$ cat src/rtl/ffs_pkg.sv
// Shared widths, codes and handshake types for the flipbook frame sequencer.
package ffs_pkg;

    localparam int ACC_W     = 32;   // time accumulator, 1/256 time unit per lsb
    localparam int FRAME_W   = 12;
    localparam int COUNT_W   = 13;   // frame count, up to 4096
    localparam int ABS_W     = 13;   // absolute cell index, first cell plus frame
    localparam int WRAP_W    = 25;   // frame plus advance count before the wrap
    localparam int GRID_W    = 16;
    localparam int SIDE_W    = 8;
    localparam int FIRST_W   = 12;
    localparam int LIMIT_W   = 13;
    localparam int SPEED_W   = 11;
    localparam int OSIDE_W   = 7;
    localparam int KIND_W    = 2;
    localparam int STEPS_W   = 6;
    localparam int CFG_IDX_W = 3;
    localparam int OP_W      = 4;

    localparam logic [GRID_W-1:0] MAX_FRAMES = 16'd4096;

    // item kinds
    localparam logic [KIND_W-1:0] KIND_TICK    = 2'd0;
    localparam logic [KIND_W-1:0] KIND_RESTART = 2'd1;
    localparam logic [KIND_W-1:0] KIND_PLAY    = 2'd2;
    localparam logic [KIND_W-1:0] KIND_SEEK    = 2'd3;

    // register indexes
    localparam logic [CFG_IDX_W-1:0] CFG_ROWS   = 3'd0;
    localparam logic [CFG_IDX_W-1:0] CFG_COLS   = 3'd1;
    localparam logic [CFG_IDX_W-1:0] CFG_FIRST  = 3'd2;
    localparam logic [CFG_IDX_W-1:0] CFG_LIMIT  = 3'd3;
    localparam logic [CFG_IDX_W-1:0] CFG_PERIOD = 3'd4;
    localparam logic [CFG_IDX_W-1:0] CFG_SPEED  = 3'd5;
    localparam logic [CFG_IDX_W-1:0] CFG_LOOP   = 3'd6;
    localparam logic [CFG_IDX_W-1:0] CFG_AUTO   = 3'd7;

    typedef logic [OP_W-1:0] t_op;

    // datapath operations
    localparam t_op OP_NONE     = 4'd0;
    localparam t_op OP_CAPTURE  = 4'd1;
    localparam t_op OP_GRID     = 4'd2;
    localparam t_op OP_COUNT    = 4'd3;
    localparam t_op OP_PROD     = 4'd4;
    localparam t_op OP_SUM      = 4'd5;
    localparam t_op OP_DIV_TIME = 4'd6;
    localparam t_op OP_ADVANCE  = 4'd7;
    localparam t_op OP_NEED_MUL = 4'd8;
    localparam t_op OP_NEED_SUB = 4'd9;
    localparam t_op OP_DIV_WRAP = 4'd10;
    localparam t_op OP_WRAP     = 4'd11;
    localparam t_op OP_MISC     = 4'd12;
    localparam t_op OP_DIV_CELL = 4'd13;
    localparam t_op OP_CELL     = 4'd14;
    localparam t_op OP_EMIT     = 4'd15;

    typedef struct packed {
        t_op op;
    } t_dp_cmd;

    typedef struct packed {
        logic is_tick;
        logic tick_go;
        logic n_zero;
        logic loop;
        logic beyond;
        logic stop_now;
        logic div_done;
    } t_dp_sts;

    typedef struct packed {
        logic               start;
        logic [STEPS_W-1:0] steps;
    } t_div_ctl;

endpackage

$ cat src/rtl/ffs_div.sv
// Restoring divider, one quotient bit per cycle, dividend taken from the top bit down.
module ffs_div #(
    parameter int DIV_W = 28
) (
    input  logic                        i_clk,
    input  logic                        i_rst_n,
    input  ffs_pkg::t_div_ctl           i_ctl,
    input  logic [ffs_pkg::ACC_W-1:0]   i_dividend,
    input  logic [DIV_W-1:0]            i_divisor,
    output logic                        o_done,
    output logic [ffs_pkg::ACC_W-1:0]   o_quot,
    output logic [DIV_W-1:0]            o_rem
);

    logic                          r_busy;
    logic                          r_done;
    logic [ffs_pkg::STEPS_W-1:0]   r_cnt;
    logic [ffs_pkg::ACC_W-1:0]     r_q;
    logic [DIV_W-1:0]              r_rem;
    logic [DIV_W-1:0]              r_divisor;

    logic [DIV_W:0]                w_trial;
    logic                          w_ge;
    logic [DIV_W:0]                w_diff;

    assign w_trial = {r_rem, r_q[ffs_pkg::ACC_W-1]};
    assign w_ge    = w_trial >= {1'b0, r_divisor};
    assign w_diff  = w_trial - {1'b0, r_divisor};

    always_ff @(posedge i_clk) begin
        if (!i_rst_n) begin
            r_busy <= 1'b0;
            r_done <= 1'b0;
            r_cnt  <= '0;
        end else begin
            r_done <= 1'b0;
            if (i_ctl.start) begin
                r_busy <= 1'b1;
                r_cnt  <= i_ctl.steps;
            end else if (r_busy) begin
                r_cnt <= r_cnt - 1'b1;
                if (r_cnt == ffs_pkg::STEPS_W'(1)) begin
                    r_busy <= 1'b0;
                    r_done <= 1'b1;
                end
            end
        end
    end

    always_ff @(posedge i_clk) begin
        if (i_ctl.start) begin
            r_q       <= i_dividend;
            r_rem     <= '0;
            r_divisor <= i_divisor;
        end else if (r_busy) begin
            r_q   <= {r_q[ffs_pkg::ACC_W-2:0], w_ge};
            r_rem <= w_ge ? w_diff[DIV_W-1:0] : w_trial[DIV_W-1:0];
        end
    end

    assign o_done = r_done;
    assign o_quot = r_q;
    assign o_rem  = r_rem;

`ifndef SYNTHESIS
    a_no_restart: assert property (@(posedge i_clk) disable iff (!i_rst_n)
        i_ctl.start |-> !r_busy)
        else $error("divider started while busy");
`endif

endmodule

$ cat src/rtl/ffs_dpath.sv
// Datapath: registers, frame count, accumulator arithmetic, divider and result register.
module ffs_dpath #(
    parameter int GRID_SIDE_MAX = 128,
    parameter int TIME_BITS     = 20,
    parameter int CFG_W         = 20
) (
    input  logic                             i_clk,
    input  logic                             i_rst_n,
    input  logic                             i_cfg_we,
    input  logic [ffs_pkg::CFG_IDX_W-1:0]    i_cfg_idx,
    input  logic [CFG_W-1:0]                 i_cfg_data,
    input  logic [ffs_pkg::KIND_W-1:0]       i_kind,
    input  logic [TIME_BITS-1:0]             i_elapsed,
    input  logic [ffs_pkg::FRAME_W-1:0]      i_seek_frame,
    input  logic                             i_play_value,
    input  ffs_pkg::t_dp_cmd                 i_cmd,
    output ffs_pkg::t_dp_sts                 o_sts,
    output logic [ffs_pkg::FRAME_W-1:0]      o_frame_index,
    output logic [ffs_pkg::OSIDE_W-1:0]      o_cell_column,
    output logic [ffs_pkg::OSIDE_W-1:0]      o_cell_row,
    output logic                             o_is_playing,
    output logic                             o_finished,
    output logic                             o_frame_changed
);

    localparam int PER_W  = TIME_BITS + 8;
    localparam int PROD_W = TIME_BITS + ffs_pkg::SPEED_W;
    localparam int SUM_W  = (PROD_W > ffs_pkg::ACC_W) ? PROD_W + 1 : ffs_pkg::ACC_W + 1;
    localparam int EXT_W  = (PER_W > ffs_pkg::ACC_W) ? PER_W : ffs_pkg::ACC_W;
    localparam logic [8:0] SIDE_CAP = 9'(GRID_SIDE_MAX);

    // configuration
    logic [ffs_pkg::SIDE_W-1:0]  r_rows, r_cols;
    logic [ffs_pkg::FIRST_W-1:0] r_first;
    logic [ffs_pkg::LIMIT_W-1:0] r_limit;
    logic [TIME_BITS-1:0]        r_period;
    logic [ffs_pkg::SPEED_W-1:0] r_speed;
    logic                        r_loop, r_auto;

    // animation state
    logic [ffs_pkg::ACC_W-1:0]   r_time_acc;
    logic [ffs_pkg::FRAME_W-1:0] r_frame;
    logic                        r_playing;
    logic                        r_fin, r_changed;

    // item and working registers
    logic [ffs_pkg::KIND_W-1:0]  r_kind;
    logic [TIME_BITS-1:0]        r_elapsed;
    logic [ffs_pkg::FRAME_W-1:0] r_seek;
    logic                        r_pv;
    logic [ffs_pkg::GRID_W-1:0]  r_grid;
    logic [ffs_pkg::COUNT_W-1:0] r_maxf;
    logic [PROD_W-1:0]           r_prod;
    logic [ffs_pkg::ACC_W-1:0]   r_acc;
    logic [ffs_pkg::COUNT_W-1:0] r_need;
    logic [ffs_pkg::ACC_W-1:0]   r_nprod;
    logic [ffs_pkg::OSIDE_W-1:0] r_col, r_row;

    // result register
    logic [ffs_pkg::FRAME_W-1:0] r_o_frame;
    logic [ffs_pkg::OSIDE_W-1:0] r_o_col, r_o_row;
    logic                        r_o_playing, r_o_fin, r_o_changed;

    logic [ffs_pkg::SIDE_W-1:0]  w_rcap, w_ccap;
    logic [PER_W-1:0]            w_per;
    logic [EXT_W-1:0]            w_per_ext;
    logic [ffs_pkg::ACC_W-1:0]   w_quot;
    logic [PER_W-1:0]            w_rem;
    logic [EXT_W-1:0]            w_rem_ext;
    logic                        w_div_done;
    logic [ffs_pkg::COUNT_W-1:0] w_last;
    logic [ffs_pkg::COUNT_W-1:0] w_frame_ext;
    logic                        w_beyond;
    logic [ffs_pkg::COUNT_W-1:0] w_need;
    logic                        w_stop_now;
    logic [SUM_W-1:0]            w_sum;
    logic [ffs_pkg::ACC_W-1:0]   w_sat;
    logic [ffs_pkg::COUNT_W-1:0] w_count;
    logic [ffs_pkg::WRAP_W-1:0]  w_wrap;
    logic [ffs_pkg::FRAME_W-1:0] w_seek_t;
    logic [ffs_pkg::FRAME_W-1:0] w_cell_f;
    logic [ffs_pkg::ABS_W-1:0]   w_abs;
    ffs_pkg::t_div_ctl           w_div_ctl;
    logic [ffs_pkg::ACC_W-1:0]   w_dividend;
    logic [PER_W-1:0]            w_divisor;

    assign w_rcap = ({1'b0, r_rows} > SIDE_CAP) ? SIDE_CAP[ffs_pkg::SIDE_W-1:0] : r_rows;
    assign w_ccap = ({1'b0, r_cols} > SIDE_CAP) ? SIDE_CAP[ffs_pkg::SIDE_W-1:0] : r_cols;

    assign w_per     = {r_period, 8'd0};
    assign w_per_ext = EXT_W'(w_per);
    assign w_rem_ext = EXT_W'(w_rem);

    assign w_last      = r_maxf - 1'b1;
    assign w_frame_ext = {1'b0, r_frame};
    assign w_beyond    = w_frame_ext >= r_maxf;
    assign w_need      = r_maxf - w_frame_ext;
    assign w_stop_now  = w_quot >= ffs_pkg::ACC_W'(w_need);

    // accumulator plus product, saturating at the top of the accumulator
    assign w_sum = SUM_W'(r_time_acc) + SUM_W'(r_prod);
    assign w_sat = (|w_sum[SUM_W-1:ffs_pkg::ACC_W]) ? '1 : w_sum[ffs_pkg::ACC_W-1:0];

    // usable frame count from the registered grid size
    always_comb begin
        logic [ffs_pkg::GRID_W-1:0] avail;
        avail = r_grid - ffs_pkg::GRID_W'(r_first);
        if (ffs_pkg::GRID_W'(r_first) >= r_grid) begin
            w_count = '0;
        end else begin
            if (r_limit != '0 && ffs_pkg::GRID_W'(r_limit) < avail) begin
                avail = ffs_pkg::GRID_W'(r_limit);
            end
            if (avail > ffs_pkg::MAX_FRAMES) begin
                avail = ffs_pkg::MAX_FRAMES;
            end
            w_count = avail[ffs_pkg::COUNT_W-1:0];
        end
    end

    // beyond the end: one period is spent on reaching frame 0
    assign w_wrap = w_beyond ? (w_quot[ffs_pkg::WRAP_W-1:0] - 1'b1)
                             : (w_quot[ffs_pkg::WRAP_W-1:0] + ffs_pkg::WRAP_W'(r_frame));

    assign w_seek_t = (r_maxf == '0) ? '0
                    : ((ffs_pkg::COUNT_W'(r_seek) > w_last) ? w_last[ffs_pkg::FRAME_W-1:0]
                                                            : r_seek);

    assign w_cell_f = w_beyond ? w_last[ffs_pkg::FRAME_W-1:0] : r_frame;
    assign w_abs    = ffs_pkg::ABS_W'(r_first) + ffs_pkg::ABS_W'(w_cell_f);

    // divider operands, dividend aligned to the top so only the used bits are stepped
    always_comb begin
        w_div_ctl.start = 1'b0;
        w_div_ctl.steps = '0;
        w_dividend      = '0;
        w_divisor       = '0;
        unique case (i_cmd.op)
            ffs_pkg::OP_DIV_TIME: begin
                w_div_ctl.start = 1'b1;
                w_div_ctl.steps = ffs_pkg::STEPS_W'(ffs_pkg::ACC_W);
                w_dividend      = r_acc;
                w_divisor       = w_per;
            end
            ffs_pkg::OP_DIV_WRAP: begin
                w_div_ctl.start = 1'b1;
                w_div_ctl.steps = ffs_pkg::STEPS_W'(ffs_pkg::WRAP_W);
                w_dividend      = {w_wrap, {(ffs_pkg::ACC_W - ffs_pkg::WRAP_W){1'b0}}};
                w_divisor       = PER_W'(r_maxf);
            end
            ffs_pkg::OP_DIV_CELL: begin
                w_div_ctl.start = 1'b1;
                w_div_ctl.steps = ffs_pkg::STEPS_W'(ffs_pkg::ABS_W);
                w_dividend      = {w_abs, {(ffs_pkg::ACC_W - ffs_pkg::ABS_W){1'b0}}};
                w_divisor       = PER_W'(w_ccap);
            end
            default: begin
            end
        endcase
    end

    ffs_div #(
        .DIV_W (PER_W)
    ) u_div (
        .i_clk      (i_clk),
        .i_rst_n    (i_rst_n),
        .i_ctl      (w_div_ctl),
        .i_dividend (w_dividend),
        .i_divisor  (w_divisor),
        .o_done     (w_div_done),
        .o_quot     (w_quot),
        .o_rem      (w_rem)
    );

    // configuration and animation state
    always_ff @(posedge i_clk) begin
        if (!i_rst_n) begin
            r_rows     <= 8'd1;
            r_cols     <= 8'd1;
            r_first    <= '0;
            r_limit    <= '0;
            r_period   <= '0;
            r_speed    <= 11'd256;
            r_loop     <= 1'b1;
            r_auto     <= 1'b1;
            r_time_acc <= '0;
            r_frame    <= '0;
            r_playing  <= 1'b1;
            r_fin      <= 1'b0;
            r_changed  <= 1'b0;
        end else begin
            if (i_cfg_we) begin
                unique case (i_cfg_idx)
                    ffs_pkg::CFG_ROWS:   r_rows   <= i_cfg_data[ffs_pkg::SIDE_W-1:0];
                    ffs_pkg::CFG_COLS:   r_cols   <= i_cfg_data[ffs_pkg::SIDE_W-1:0];
                    ffs_pkg::CFG_FIRST:  r_first  <= i_cfg_data[ffs_pkg::FIRST_W-1:0];
                    ffs_pkg::CFG_LIMIT:  r_limit  <= i_cfg_data[ffs_pkg::LIMIT_W-1:0];
                    ffs_pkg::CFG_PERIOD: r_period <= i_cfg_data[TIME_BITS-1:0];
                    ffs_pkg::CFG_SPEED:  r_speed  <= i_cfg_data[ffs_pkg::SPEED_W-1:0];
                    ffs_pkg::CFG_LOOP:   r_loop   <= i_cfg_data[0];
                    ffs_pkg::CFG_AUTO:   r_auto   <= i_cfg_data[0];
                    default: begin
                    end
                endcase
            end
            unique case (i_cmd.op)
                ffs_pkg::OP_CAPTURE: begin
                    r_fin     <= 1'b0;
                    r_changed <= 1'b0;
                end
                ffs_pkg::OP_ADVANCE: begin
                    if (w_quot == '0) begin
                        r_time_acc <= r_acc;
                    end else begin
                        r_changed <= 1'b1;
                        if (r_loop) begin
                            r_time_acc <= w_rem_ext[ffs_pkg::ACC_W-1:0];
                        end else if (w_beyond) begin
                            r_frame    <= w_last[ffs_pkg::FRAME_W-1:0];
                            r_playing  <= 1'b0;
                            r_fin      <= 1'b1;
                            r_time_acc <= r_acc - w_per_ext[ffs_pkg::ACC_W-1:0];
                        end else if (w_stop_now) begin
                            r_frame   <= w_last[ffs_pkg::FRAME_W-1:0];
                            r_playing <= 1'b0;
                            r_fin     <= 1'b1;
                        end else begin
                            r_frame    <= r_frame + w_quot[ffs_pkg::FRAME_W-1:0];
                            r_time_acc <= w_rem_ext[ffs_pkg::ACC_W-1:0];
                        end
                    end
                end
                ffs_pkg::OP_NEED_SUB: r_time_acc <= r_acc - r_nprod;
                ffs_pkg::OP_WRAP:     r_frame    <= w_rem[ffs_pkg::FRAME_W-1:0];
                ffs_pkg::OP_MISC: begin
                    unique case (r_kind)
                        ffs_pkg::KIND_RESTART: begin
                            r_frame    <= '0;
                            r_time_acc <= '0;
                            r_playing  <= r_auto;
                            r_changed  <= r_frame != '0;
                        end
                        ffs_pkg::KIND_PLAY: r_playing <= r_pv;
                        ffs_pkg::KIND_SEEK: begin
                            r_frame   <= w_seek_t;
                            r_changed <= w_seek_t != r_frame;
                        end
                        default: begin
                        end
                    endcase
                end
                default: begin
                end
            endcase
        end
    end

    // working registers and result register
    always_ff @(posedge i_clk) begin
        unique case (i_cmd.op)
            ffs_pkg::OP_CAPTURE: begin
                r_kind    <= i_kind;
                r_elapsed <= i_elapsed;
                r_seek    <= i_seek_frame;
                r_pv      <= i_play_value;
            end
            ffs_pkg::OP_GRID:     r_grid  <= ffs_pkg::GRID_W'(w_rcap) * ffs_pkg::GRID_W'(w_ccap);
            ffs_pkg::OP_COUNT:    r_maxf  <= w_count;
            ffs_pkg::OP_PROD:     r_prod  <= PROD_W'(r_elapsed) * PROD_W'(r_speed);
            ffs_pkg::OP_SUM:      r_acc   <= w_sat;
            ffs_pkg::OP_ADVANCE:  r_need  <= w_need;
            ffs_pkg::OP_NEED_MUL: r_nprod <= ffs_pkg::ACC_W'(r_need)
                                             * w_per_ext[ffs_pkg::ACC_W-1:0];
            ffs_pkg::OP_CELL: begin
                if (r_maxf == '0) begin
                    r_col <= '0;
                    r_row <= '0;
                end else begin
                    r_col <= w_rem[ffs_pkg::OSIDE_W-1:0];
                    r_row <= w_quot[ffs_pkg::OSIDE_W-1:0];
                end
            end
            ffs_pkg::OP_EMIT: begin
                r_o_frame   <= r_frame;
                r_o_col     <= r_col;
                r_o_row     <= r_row;
                r_o_playing <= r_playing;
                r_o_fin     <= r_fin;
                r_o_changed <= r_changed;
            end
            default: begin
            end
        endcase
    end

    assign o_sts.is_tick  = r_kind == ffs_pkg::KIND_TICK;
    assign o_sts.tick_go  = r_playing && (r_maxf > ffs_pkg::COUNT_W'(1))
                            && (r_period != '0) && (r_speed != '0);
    assign o_sts.n_zero   = w_quot == '0;
    assign o_sts.loop     = r_loop;
    assign o_sts.beyond   = w_beyond;
    assign o_sts.stop_now = w_stop_now;
    assign o_sts.div_done = w_div_done;

    assign o_frame_index   = r_o_frame;
    assign o_cell_column   = r_o_col;
    assign o_cell_row      = r_o_row;
    assign o_is_playing    = r_o_playing;
    assign o_finished      = r_o_fin;
    assign o_frame_changed = r_o_changed;

`ifndef SYNTHESIS
    a_fin_stops: assert property (@(posedge i_clk) disable iff (!i_rst_n)
        r_fin |-> !r_playing)
        else $error("finished flagged while still playing");
`endif

endmodule

$ cat src/rtl/ffs_ctrl.sv
// Controller: sequences one item at a time through the datapath and owns both handshakes.
module ffs_ctrl (
    input  logic              i_clk,
    input  logic              i_rst_n,
    input  logic              i_in_valid,
    output logic              o_in_stall,
    output logic              o_out_valid,
    input  logic              i_out_stall,
    input  ffs_pkg::t_dp_sts  i_sts,
    output ffs_pkg::t_dp_cmd  o_cmd
);

    localparam logic [4:0] ST_IDLE   = 5'd0;
    localparam logic [4:0] ST_GRID   = 5'd1;
    localparam logic [4:0] ST_COUNT  = 5'd2;
    localparam logic [4:0] ST_DECIDE = 5'd3;
    localparam logic [4:0] ST_PROD   = 5'd4;
    localparam logic [4:0] ST_SUM    = 5'd5;
    localparam logic [4:0] ST_DIVT   = 5'd6;
    localparam logic [4:0] ST_DIVT_W = 5'd7;
    localparam logic [4:0] ST_ADV    = 5'd8;
    localparam logic [4:0] ST_NMUL   = 5'd9;
    localparam logic [4:0] ST_NSUB   = 5'd10;
    localparam logic [4:0] ST_DIVW   = 5'd11;
    localparam logic [4:0] ST_DIVW_W = 5'd12;
    localparam logic [4:0] ST_WRAP   = 5'd13;
    localparam logic [4:0] ST_MISC   = 5'd14;
    localparam logic [4:0] ST_DIVC   = 5'd15;
    localparam logic [4:0] ST_DIVC_W = 5'd16;
    localparam logic [4:0] ST_CELL   = 5'd17;
    localparam logic [4:0] ST_EMIT   = 5'd18;

    logic [4:0] r_state, n_state;
    logic       r_out_valid, n_out_valid;
    logic       w_out_free;

    assign w_out_free = !r_out_valid || !i_out_stall;

    always_comb begin
        n_state     = r_state;
        n_out_valid = r_out_valid && i_out_stall;
        o_cmd.op    = ffs_pkg::OP_NONE;
        unique case (r_state)
            ST_IDLE: begin
                if (i_in_valid) begin
                    o_cmd.op = ffs_pkg::OP_CAPTURE;
                    n_state  = ST_GRID;
                end
            end
            ST_GRID: begin
                o_cmd.op = ffs_pkg::OP_GRID;
                n_state  = ST_COUNT;
            end
            ST_COUNT: begin
                o_cmd.op = ffs_pkg::OP_COUNT;
                n_state  = ST_DECIDE;
            end
            ST_DECIDE: begin
                priority if (!i_sts.is_tick) n_state = ST_MISC;
                else if (i_sts.tick_go)      n_state = ST_PROD;
                else                         n_state = ST_DIVC;
            end
            ST_PROD: begin
                o_cmd.op = ffs_pkg::OP_PROD;
                n_state  = ST_SUM;
            end
            ST_SUM: begin
                o_cmd.op = ffs_pkg::OP_SUM;
                n_state  = ST_DIVT;
            end
            ST_DIVT: begin
                o_cmd.op = ffs_pkg::OP_DIV_TIME;
                n_state  = ST_DIVT_W;
            end
            ST_DIVT_W: begin
                if (i_sts.div_done) n_state = ST_ADV;
            end
            ST_ADV: begin
                o_cmd.op = ffs_pkg::OP_ADVANCE;
                priority if (i_sts.n_zero) n_state = ST_DIVC;
                else if (i_sts.loop)       n_state = ST_DIVW;
                else if (i_sts.beyond)     n_state = ST_DIVC;
                else if (i_sts.stop_now)   n_state = ST_NMUL;
                else                       n_state = ST_DIVC;
            end
            ST_NMUL: begin
                o_cmd.op = ffs_pkg::OP_NEED_MUL;
                n_state  = ST_NSUB;
            end
            ST_NSUB: begin
                o_cmd.op = ffs_pkg::OP_NEED_SUB;
                n_state  = ST_DIVC;
            end
            ST_DIVW: begin
                o_cmd.op = ffs_pkg::OP_DIV_WRAP;
                n_state  = ST_DIVW_W;
            end
            ST_DIVW_W: begin
                if (i_sts.div_done) n_state = ST_WRAP;
            end
            ST_WRAP: begin
                o_cmd.op = ffs_pkg::OP_WRAP;
                n_state  = ST_DIVC;
            end
            ST_MISC: begin
                o_cmd.op = ffs_pkg::OP_MISC;
                n_state  = ST_DIVC;
            end
            ST_DIVC: begin
                o_cmd.op = ffs_pkg::OP_DIV_CELL;
                n_state  = ST_DIVC_W;
            end
            ST_DIVC_W: begin
                if (i_sts.div_done) n_state = ST_CELL;
            end
            ST_CELL: begin
                o_cmd.op = ffs_pkg::OP_CELL;
                n_state  = ST_EMIT;
            end
            ST_EMIT: begin
                if (w_out_free) begin
                    o_cmd.op    = ffs_pkg::OP_EMIT;
                    n_out_valid = 1'b1;
                    n_state     = ST_IDLE;
                end
            end
            default: n_state = ST_IDLE;
        endcase
    end

    always_ff @(posedge i_clk) begin
        if (!i_rst_n) begin
            r_state     <= ST_IDLE;
            r_out_valid <= 1'b0;
        end else begin
            r_state     <= n_state;
            r_out_valid <= n_out_valid;
        end
    end

    assign o_in_stall  = r_state != ST_IDLE;
    assign o_out_valid = r_out_valid;

`ifndef SYNTHESIS
    a_accept_starts: assert property (@(posedge i_clk) disable iff (!i_rst_n)
        (r_state == ST_IDLE && i_in_valid) |=> (r_state == ST_GRID))
        else $error("accepted beat did not start the sequence");

    a_valid_from_emit: assert property (@(posedge i_clk) disable iff (!i_rst_n)
        $rose(r_out_valid) |-> ($past(r_state) == ST_EMIT))
        else $error("result raised outside the emit step");
`endif

endmodule

$ cat src/rtl/flipbook_frame_sequencer.sv
// Top level of the flipbook frame sequencer: controller, datapath and ports.
//
// Usage: items arrive as beats on the input channel (i_in_valid / o_in_stall)
// carrying kind, elapsed, seek_frame and play_value; each item gives exactly one
// result beat on the output channel (o_out_valid / i_out_stall) with the frame,
// the column and row of its sprite-sheet cell and the playing, finished and
// frame-changed flags. Registers are written through i_cfg_we / i_cfg_idx /
// i_cfg_data; the user must write them only while no item is in flight; the
// block itself does not enforce it. Throughput: one item at a time; the next
// beat is taken in the idle state that follows loading the result. A looping
// tick that advances runs time (32 steps), wrap (25) and cell (13) divides on
// the shared one-bit-per-cycle divider; other ticks past the halt check run the
// time and cell divides (plus a need correction if a non-looping run stops
// there); a halted tick, restart, set-playing or seek runs only the cell divide.
// Stall: the result sits in an output register; a new input beat is taken while
// it waits, and the item then holds in its final step until the result is taken.
// Reset (synchronous, active low) loads the register defaults, frame 0, empty
// accumulator, playing set, and empties the output register.
module flipbook_frame_sequencer #(
    parameter int GRID_SIDE_MAX = 128,
    parameter int TIME_BITS     = 20
) (
    input  logic                               i_clk,
    input  logic                               i_rst_n,
    // configuration write port
    input  logic                               i_cfg_we,
    input  logic [ffs_pkg::CFG_IDX_W-1:0]      i_cfg_idx,
    input  logic [((TIME_BITS > ffs_pkg::LIMIT_W) ? TIME_BITS : ffs_pkg::LIMIT_W)-1:0]
                                               i_cfg_data,
    // input channel
    input  logic                               i_in_valid,
    output logic                               o_in_stall,
    input  logic [ffs_pkg::KIND_W-1:0]         i_kind,
    input  logic [TIME_BITS-1:0]               i_elapsed,
    input  logic [ffs_pkg::FRAME_W-1:0]        i_seek_frame,
    input  logic                               i_play_value,
    // output channel
    output logic                               o_out_valid,
    input  logic                               i_out_stall,
    output logic [ffs_pkg::FRAME_W-1:0]        o_frame_index,
    output logic [ffs_pkg::OSIDE_W-1:0]        o_cell_column,
    output logic [ffs_pkg::OSIDE_W-1:0]        o_cell_row,
    output logic                               o_is_playing,
    output logic                               o_finished,
    output logic                               o_frame_changed
);

    // widest register sets the write data width
    localparam int CFG_W = (TIME_BITS > ffs_pkg::LIMIT_W) ? TIME_BITS : ffs_pkg::LIMIT_W;

    ffs_pkg::t_dp_cmd w_cmd;
    ffs_pkg::t_dp_sts w_sts;

    ffs_ctrl u_ctrl (
        .i_clk       (i_clk),
        .i_rst_n     (i_rst_n),
        .i_in_valid  (i_in_valid),
        .o_in_stall  (o_in_stall),
        .o_out_valid (o_out_valid),
        .i_out_stall (i_out_stall),
        .i_sts       (w_sts),
        .o_cmd       (w_cmd)
    );

    ffs_dpath #(
        .GRID_SIDE_MAX (GRID_SIDE_MAX),
        .TIME_BITS     (TIME_BITS),
        .CFG_W         (CFG_W)
    ) u_dpath (
        .i_clk           (i_clk),
        .i_rst_n         (i_rst_n),
        .i_cfg_we        (i_cfg_we),
        .i_cfg_idx       (i_cfg_idx),
        .i_cfg_data      (i_cfg_data),
        .i_kind          (i_kind),
        .i_elapsed       (i_elapsed),
        .i_seek_frame    (i_seek_frame),
        .i_play_value    (i_play_value),
        .i_cmd           (w_cmd),
        .o_sts           (w_sts),
        .o_frame_index   (o_frame_index),
        .o_cell_column   (o_cell_column),
        .o_cell_row      (o_cell_row),
        .o_is_playing    (o_is_playing),
        .o_finished      (o_finished),
        .o_frame_changed (o_frame_changed)
    );

endmodule
$ cat config.mk
export PLATFORM = sky130hd
export DESIGN_NAME = flipbook_frame_sequencer
export DESIGN_NICKNAME = d
export VERILOG_FILES = /design/src/rtl/ffs_pkg.sv /design/src/rtl/ffs_div.sv /design/src/rtl/ffs_dpath.sv /design/src/rtl/ffs_ctrl.sv /design/src/rtl/flipbook_frame_sequencer.sv
export SDC_FILE = /design/constraint.sdc
export NUM_CORES = 2
export LEC_CHECK = 0
export BUFFER_PORTS_ARGS = -buffer_cell sky130_fd_sc_hd__buf_2
export CAP_MARGIN = 20
export CELL_PAD_IN_SITES_DETAIL_PLACEMENT = 0
export CELL_PAD_IN_SITES_GLOBAL_PLACEMENT = 2
export CORE_AREA = 2 2 330 300
export CTS_BUF_LIST = sky130_fd_sc_hd__clkbuf_8
export DETAILED_ROUTE_END_ITERATION = 8
export DIE_AREA = 0 0 332 302
export PLACE_DENSITY = 0.87
export REMOVE_ABC_BUFFERS = 1
export SYNTH_ARGS = -nofsm -noshare
export SYNTH_HDL_FRONTEND = slang
export SYNTH_HIERARCHICAL = 1
export SYNTH_SLANG_ARGS = --single-unit
export TNS_END_PERCENT = 5
$ cat constraint.sdc
create_clock -name i_clk -period 13.5 [get_ports i_clk]
set_clock_uncertainty 0.15 [all_clocks]
set_input_delay 2.7 -clock i_clk [delete_from_list [all_inputs] [get_ports i_clk]]
set_output_delay 2.7 -clock i_clk [all_outputs]
set_load 0.005 [all_outputs]
==> results_tabular.tex <==
\begin{tabular}{lr}
\hline
Metric & Value \\
\hline
\multicolumn{2}{l}{\textbf{Outcome}} \\
\quad Outcome & finished clean \\
\multicolumn{2}{l}{\textbf{Power}} \\
\quad Static power due to leakage & 20.3 nW \\
\quad Part of the total power dissipated in the clock network & 15.8\% \\
\quad Net switching power figure & 4.23 mW \\
\quad Peak supply drop & 0.000112 V \\
\quad Power density of the placed cells & 187 nW/um2 \\
\quad Fraction of power spent switching nets & 48.5\% \\
\quad Power Internal & 4.49 mW \\
\quad Fraction of power consumed by combinational cells & 55.6\% \\
\quad Fraction of power consumed by sequential logic & 28.6\% \\
\multicolumn{2}{l}{\textbf{Clocking}} \\
\quad Total number of clock tree sinks & 430 \\
\quad Hold buffer count at CTS & 0 \\
\quad Post-CTS sizing & 0 \\
\quad Clock tree from TritonCTS & done \\
\quad Clock-pin slew on the worst setup and hold paths & 60 ps \\
\quad Clock buffers created by TritonCTS & 79 \\
\quad Clock insertion delay at the later pin of the skew report & 750 ps \\
\quad Number of buffers inserted to repair setup after CTS & 0 \\
\quad Max Buffers Root-to-Sink & 3 \\
\quad Deepest level of the CTS H-tree & 3 \\
\quad Clock tree root driver cell & sky130\_fd\_sc\_hd\_\_clkbuf\_8 \\
\multicolumn{2}{l}{\textbf{Die}} \\
\quad Site Rows & 109 \\
\quad DIE AREA & 100,000 um2 \\
\quad Number of primary I/O pins & 94 \\
\quad Effective utilization at floorplan & 44.6\% \\
\quad Core Footprint & 97,100 um2 \\
\quad Die height & 302 um \\
\quad Overall die width & 332 um \\
\multicolumn{2}{l}{\textbf{Timing}} \\
\quad Post-route setup TNS & 0 ps \\
\quad Final critical delay including setup and external delays & 7230 ps \\
\quad Crit share post-route & 53.6\% \\
\quad Hold violation total from the final report & 0 \\
\quad Maximum clock frequency & 138 MHz \\
\quad Worst setup slack after layout & 6270 ps \\
\quad Final setup violation count & 0 \\
\quad Tightest slew margin relative to the limit & 21.5\% \\
\quad Max-slew violation count & 0 \\
\quad Slew at the pin closest to its max-slew limit & 1180 ps \\
\quad RSZ-0062 raised after global routing & no \\
\multicolumn{2}{l}{\textbf{Logic synthesis}} \\
\quad Number of enable-type register cells in the synthesized netlist & 267 \\
\quad Cell type with the largest total area after synthesis & sky130\_fd\_sc\_hd\_\_edfxtp\_1 \\
\quad YS warnings & 6 \\
\quad Area fraction of the dominant cell type after synthesis & 18.5\% \\
\quad Synthesized flop and latch total & 430 \\
\quad Most used DFF post-synth & sky130\_fd\_sc\_hd\_\_edfxtp\_1 \\
\quad Synthesized area per cell & 8.94 um2 \\
\quad Most frequent cells after synthesis & sky130\_fd\_sc\_hd\_\_nand2\_1 (678), sky130\_fd\_sc\_hd\_\_inv\_1 (620), sky130\_fd\_sc\_hd\_\_fa\_1 (370), sky130\_fd\_sc\_hd\_\_ha\_1 (370), sky130\_fd\_sc\_hd\_\_a21oi\_1 (287) \\
\quad Sequential fraction of the synthesis area & 26.1\% \\
\quad Post-synth ARST share & 0\% \\
\quad Library cells used by synthesis & 114 \\
\quad Summed instance area of the synthesized netlist & 43,300 um2 \\
\quad Most frequent cell after synthesis & sky130\_fd\_sc\_hd\_\_nand2\_1 \\
\quad Number of instances in the synthesized netlist & 4,844 \\
\quad Ranking of synthesized cells by area & sky130\_fd\_sc\_hd\_\_edfxtp\_1 (19\%), sky130\_fd\_sc\_hd\_\_fa\_1 (17\%), sky130\_fd\_sc\_hd\_\_ha\_1 (11\%), sky130\_fd\_sc\_hd\_\_dfxtp\_1 (7.5\%), sky130\_fd\_sc\_hd\_\_nand2\_1 (5.9\%) \\
\multicolumn{2}{l}{\textbf{Worst hold path}} \\
\quad Kind of path behind the tightest hold check & reg2reg \\
\quad Worst hold path stage count & 0 \\
\quad Worst Min Path Start & u\_dpath/r\_col[6]\$\_SDFFCE\_PP0N\_ \\
\quad Destination of the worst hold path & u\_dpath/o\_cell\_column[6]\$\_DFFE\_PN\_ \\
\multicolumn{2}{l}{\textbf{GRT}} \\
\quad Overflow left after global routing & 0 \\
\quad Vias in the first global route & 33,931 \\
\quad Global Route Usage Sum & 27.5\% \\
\quad Global-route wire length before repair & 210 mm \\
\quad Maximum number of pins on one net before global-route repair & 83 \\
\quad Initial antenna violation count & 7 \\
\multicolumn{2}{l}{\textbf{Critical path}} \\
\quad CP arrival & 7500 ps \\
\quad Critical Path Sink Type & register \\
\quad Peak fanout along the critical path & 45 \\
\quad Worst R2R Path Depth & 21 \\
\quad Worst flop-to-flop path endpoint & u\_dpath/u\_div/o\_quot[31]\$\_DFFE\_PP\_ \\
\quad Slack of the worst reg-to-reg path & 6630 ps \\
\quad Crit path kind & in2reg \\
\quad Type of element launching the critical path & primary input \\
\quad Worst flop-to-flop path startpoint & u\_dpath/r\_frame[10]\$\_SDFFE\_PN0P\_ \\
\quad Req. time, crit path & 13,770 ps \\
\multicolumn{2}{l}{\textbf{Placed design}} \\
\quad Pre-CTS setup slack & 5580 ps \\
\quad Number of buffers added on ports & 93 \\
\quad HPWL Detailed & 106 mm \\
\quad RePlAce Congestion & 0.967 \\
\multicolumn{2}{l}{\textbf{Drt}} \\
\quad Drt via density & 5.63 \\
\quad First-pass DRT Iterations & 7 \\
\quad DRC & 0 \\
\quad Average wire per cell in the routed design & 22.3 um \\
\quad Total via count in the routed design & 34,904 \\
\quad Post-route antenna net violation count & 0 \\
\quad Final Routed Wirelength & 138 mm \\
\quad DRC violation total after the first TritonRoute iteration & 3,113 \\
\multicolumn{2}{l}{\textbf{Layout}} \\
\quad Fraction of final layout cells sized beyond drive strength 1 & 7.61\% \\
\quad Layout area overhead & 7.78\% \\
\quad Nets & 5,664 \\
\multicolumn{2}{l}{\textbf{Job}} \\
\quad MaxCap Viol Count & 0 \\
\hline
\end{tabular}
==> registers in the layout (all words and copies together) (netlist names), 8 cells and up <==
| name | count |
|---|---|
| u_dpath/r_acc | 32 |
| u_dpath/r_time_acc | 32 |
| u_dpath/u_div/o_quot | 32 |
| u_dpath/r_prod | 31 |
| u_dpath/u_div/o_rem | 28 |
| u_dpath/u_div/r_divisor | 28 |
| u_dpath/r_nprod | 24 |
| u_dpath/r_elapsed | 20 |
| u_dpath/r_period | 20 |
| u_dpath/r_grid | 16 |
| u_dpath/r_limit | 13 |
| u_dpath/r_maxf | 13 |
| u_dpath/r_need | 13 |
| u_dpath/o_frame_index | 12 |
| u_dpath/r_first | 12 |
| u_dpath/r_frame | 12 |
| u_dpath/r_seek | 12 |
| u_dpath/r_speed | 11 |
| u_dpath/r_cols | 8 |
| u_dpath/r_rows | 8 |
==> cells by family after synthesis <==
kind of cell             synth area share (%)
flip-flops                               26.1
multiplexers                             2.10
other                                 0.00866
buffers and inverters                    7.35
adder cells (fa/ha/maj)                  27.8
AO/OA/AOI/OAI                            14.6
XOR/XNOR                                 4.84
AND/OR/NAND/NOR                          17.2
==> power by group through the flow <==
stage	Clock (mW)	Sequential (mW)	Combinational, mW
finish	1.38	2.49	4.85
CTS	1.41	2.46	4.79
detailed placement	0	2.49	4.76
global route	1.47	2.50	5.35
global placement	0	2.49	4.73
floorplan	0	2.14	3.52
==> critical path, stage by stage <==
cell and delay, ps:
sky130_fd_sc_hd__buf_2 110, sky130_fd_sc_hd__a21oi_1 60, sky130_fd_sc_hd__nor3_1 170, sky130_fd_sc_hd__a31oi_1 60, sky130_fd_sc_hd__o21ai_0 790, sky130_fd_sc_hd__nand2b_1 760, sky130_fd_sc_hd__or2_2 580, sky130_fd_sc_hd__clkinv_1 580
sky130_fd_sc_hd__or3_4 790, sky130_fd_sc_hd__nor2_1 500, sky130_fd_sc_hd__inv_1 80, sky130_fd_sc_hd__buf_4 280
==> worst max path at each step <==
stage,from,to,cells after the start
after floorplan,i_out_stall,u_dpath/u_div/o_quot[0]$_DFFE_PP_,10
after global placement,i_in_valid,u_dpath/u_div/o_quot[2]$_DFFE_PP_,12
after detailed placement,i_in_valid,u_dpath/u_div/o_quot[3]$_DFFE_PP_,12
after CTS,i_in_valid,u_dpath/u_div/o_quot[26]$_DFFE_PP_,12
after global routing,i_in_valid,u_dpath/u_div/o_quot[26]$_DFFE_PP_,12
final,i_in_valid,u_dpath/u_div/o_quot[26]$_DFFE_PP_,12
==> metal layers <==
metal / up-vias / GRT usage, % / share of wire (%)
met3: 200 / 4.87 / 7.4
met4: 4 / 7.61 / 2.9
met5: - / 0 / 0.020
met1: 17191 / 40.3 / 47
met2: 1123 / 41.8 / 43
li1: 16386 / - / -
==> cells in the final DEF (no fill, tap or decap), types with 11 or more instances in the layout <==
master / n
sky130_fd_sc_hd__a211oi_1: 61
sky130_fd_sc_hd__a21boi_0: 12
sky130_fd_sc_hd__a21o_1: 92
sky130_fd_sc_hd__a21oi_1: 287
sky130_fd_sc_hd__a22oi_1: 19
sky130_fd_sc_hd__a31oi_1: 30
sky130_fd_sc_hd__and2_1: 227
sky130_fd_sc_hd__and3_1: 22
sky130_fd_sc_hd__buf_2: 93
sky130_fd_sc_hd__buf_4: 47
sky130_fd_sc_hd__clkbuf_8: 92
sky130_fd_sc_hd__clkinv_1: 11
sky130_fd_sc_hd__clkinv_2: 13
sky130_fd_sc_hd__dfxtp_1: 163
sky130_fd_sc_hd__edfxtp_1: 267
sky130_fd_sc_hd__fa_1: 370
sky130_fd_sc_hd__ha_1: 370
sky130_fd_sc_hd__inv_1: 639
sky130_fd_sc_hd__mux2_2: 33
sky130_fd_sc_hd__mux2i_1: 49
sky130_fd_sc_hd__nand2_1: 678
sky130_fd_sc_hd__nand2b_1: 50
sky130_fd_sc_hd__nand3_1: 62
sky130_fd_sc_hd__nand4_1: 24
sky130_fd_sc_hd__nor2_1: 252
sky130_fd_sc_hd__nor2b_1: 62
sky130_fd_sc_hd__nor3_1: 69
sky130_fd_sc_hd__nor4_1: 28
sky130_fd_sc_hd__o211ai_1: 23
sky130_fd_sc_hd__o21a_1: 41
sky130_fd_sc_hd__o21ai_0: 154
sky130_fd_sc_hd__o21bai_1: 22
sky130_fd_sc_hd__o221ai_1: 22
sky130_fd_sc_hd__o22ai_1: 14
sky130_fd_sc_hd__o31ai_1: 14
sky130_fd_sc_hd__or2_2: 14
sky130_fd_sc_hd__or3_1: 24
sky130_fd_sc_hd__xnor2_1: 156
sky130_fd_sc_hd__xor2_1: 83
==> layout make-up <==
| type | instances | area [um2] |
|---|---|---|
| Antenna cell | 1 | 2.50 |
| Clock buffer | 92 | 1270 |
| Clock inverter | 56 | 452 |
| Fill cell | 9471 | 50500 |
| Inverter | 624 | 2340 |
| Multi-Input combinational cell | 3585 | 28900 |
| Sequential cell | 430 | 11300 |
| Tap cell | 1276 | 1600 |
| Timing Repair Buffer | 141 | 843 |
==> through the flow <==
| step | power [mW] | hold WS [ps] | area [um2] | utilization (%) | std cells |
|---|---|---|---|---|---|
| floorplan | 5.65 | 250 | 42400 | - | 4639 |
| global placement | 7.23 | 254 | 44900 | 46.2 | 6054 |
| detailed placement | 7.24 | 255 | 44900 | 46.2 | 6054 |
| CTS | 8.67 | 268 | 46600 | 48.0 | 6202 |
| global route | 9.33 | 275 | 46700 | 48.0 | 6205 |
| finish | 8.72 | 267 | 46700 | 48.0 | 6205 |
Power figures use the tool's default switching activity.
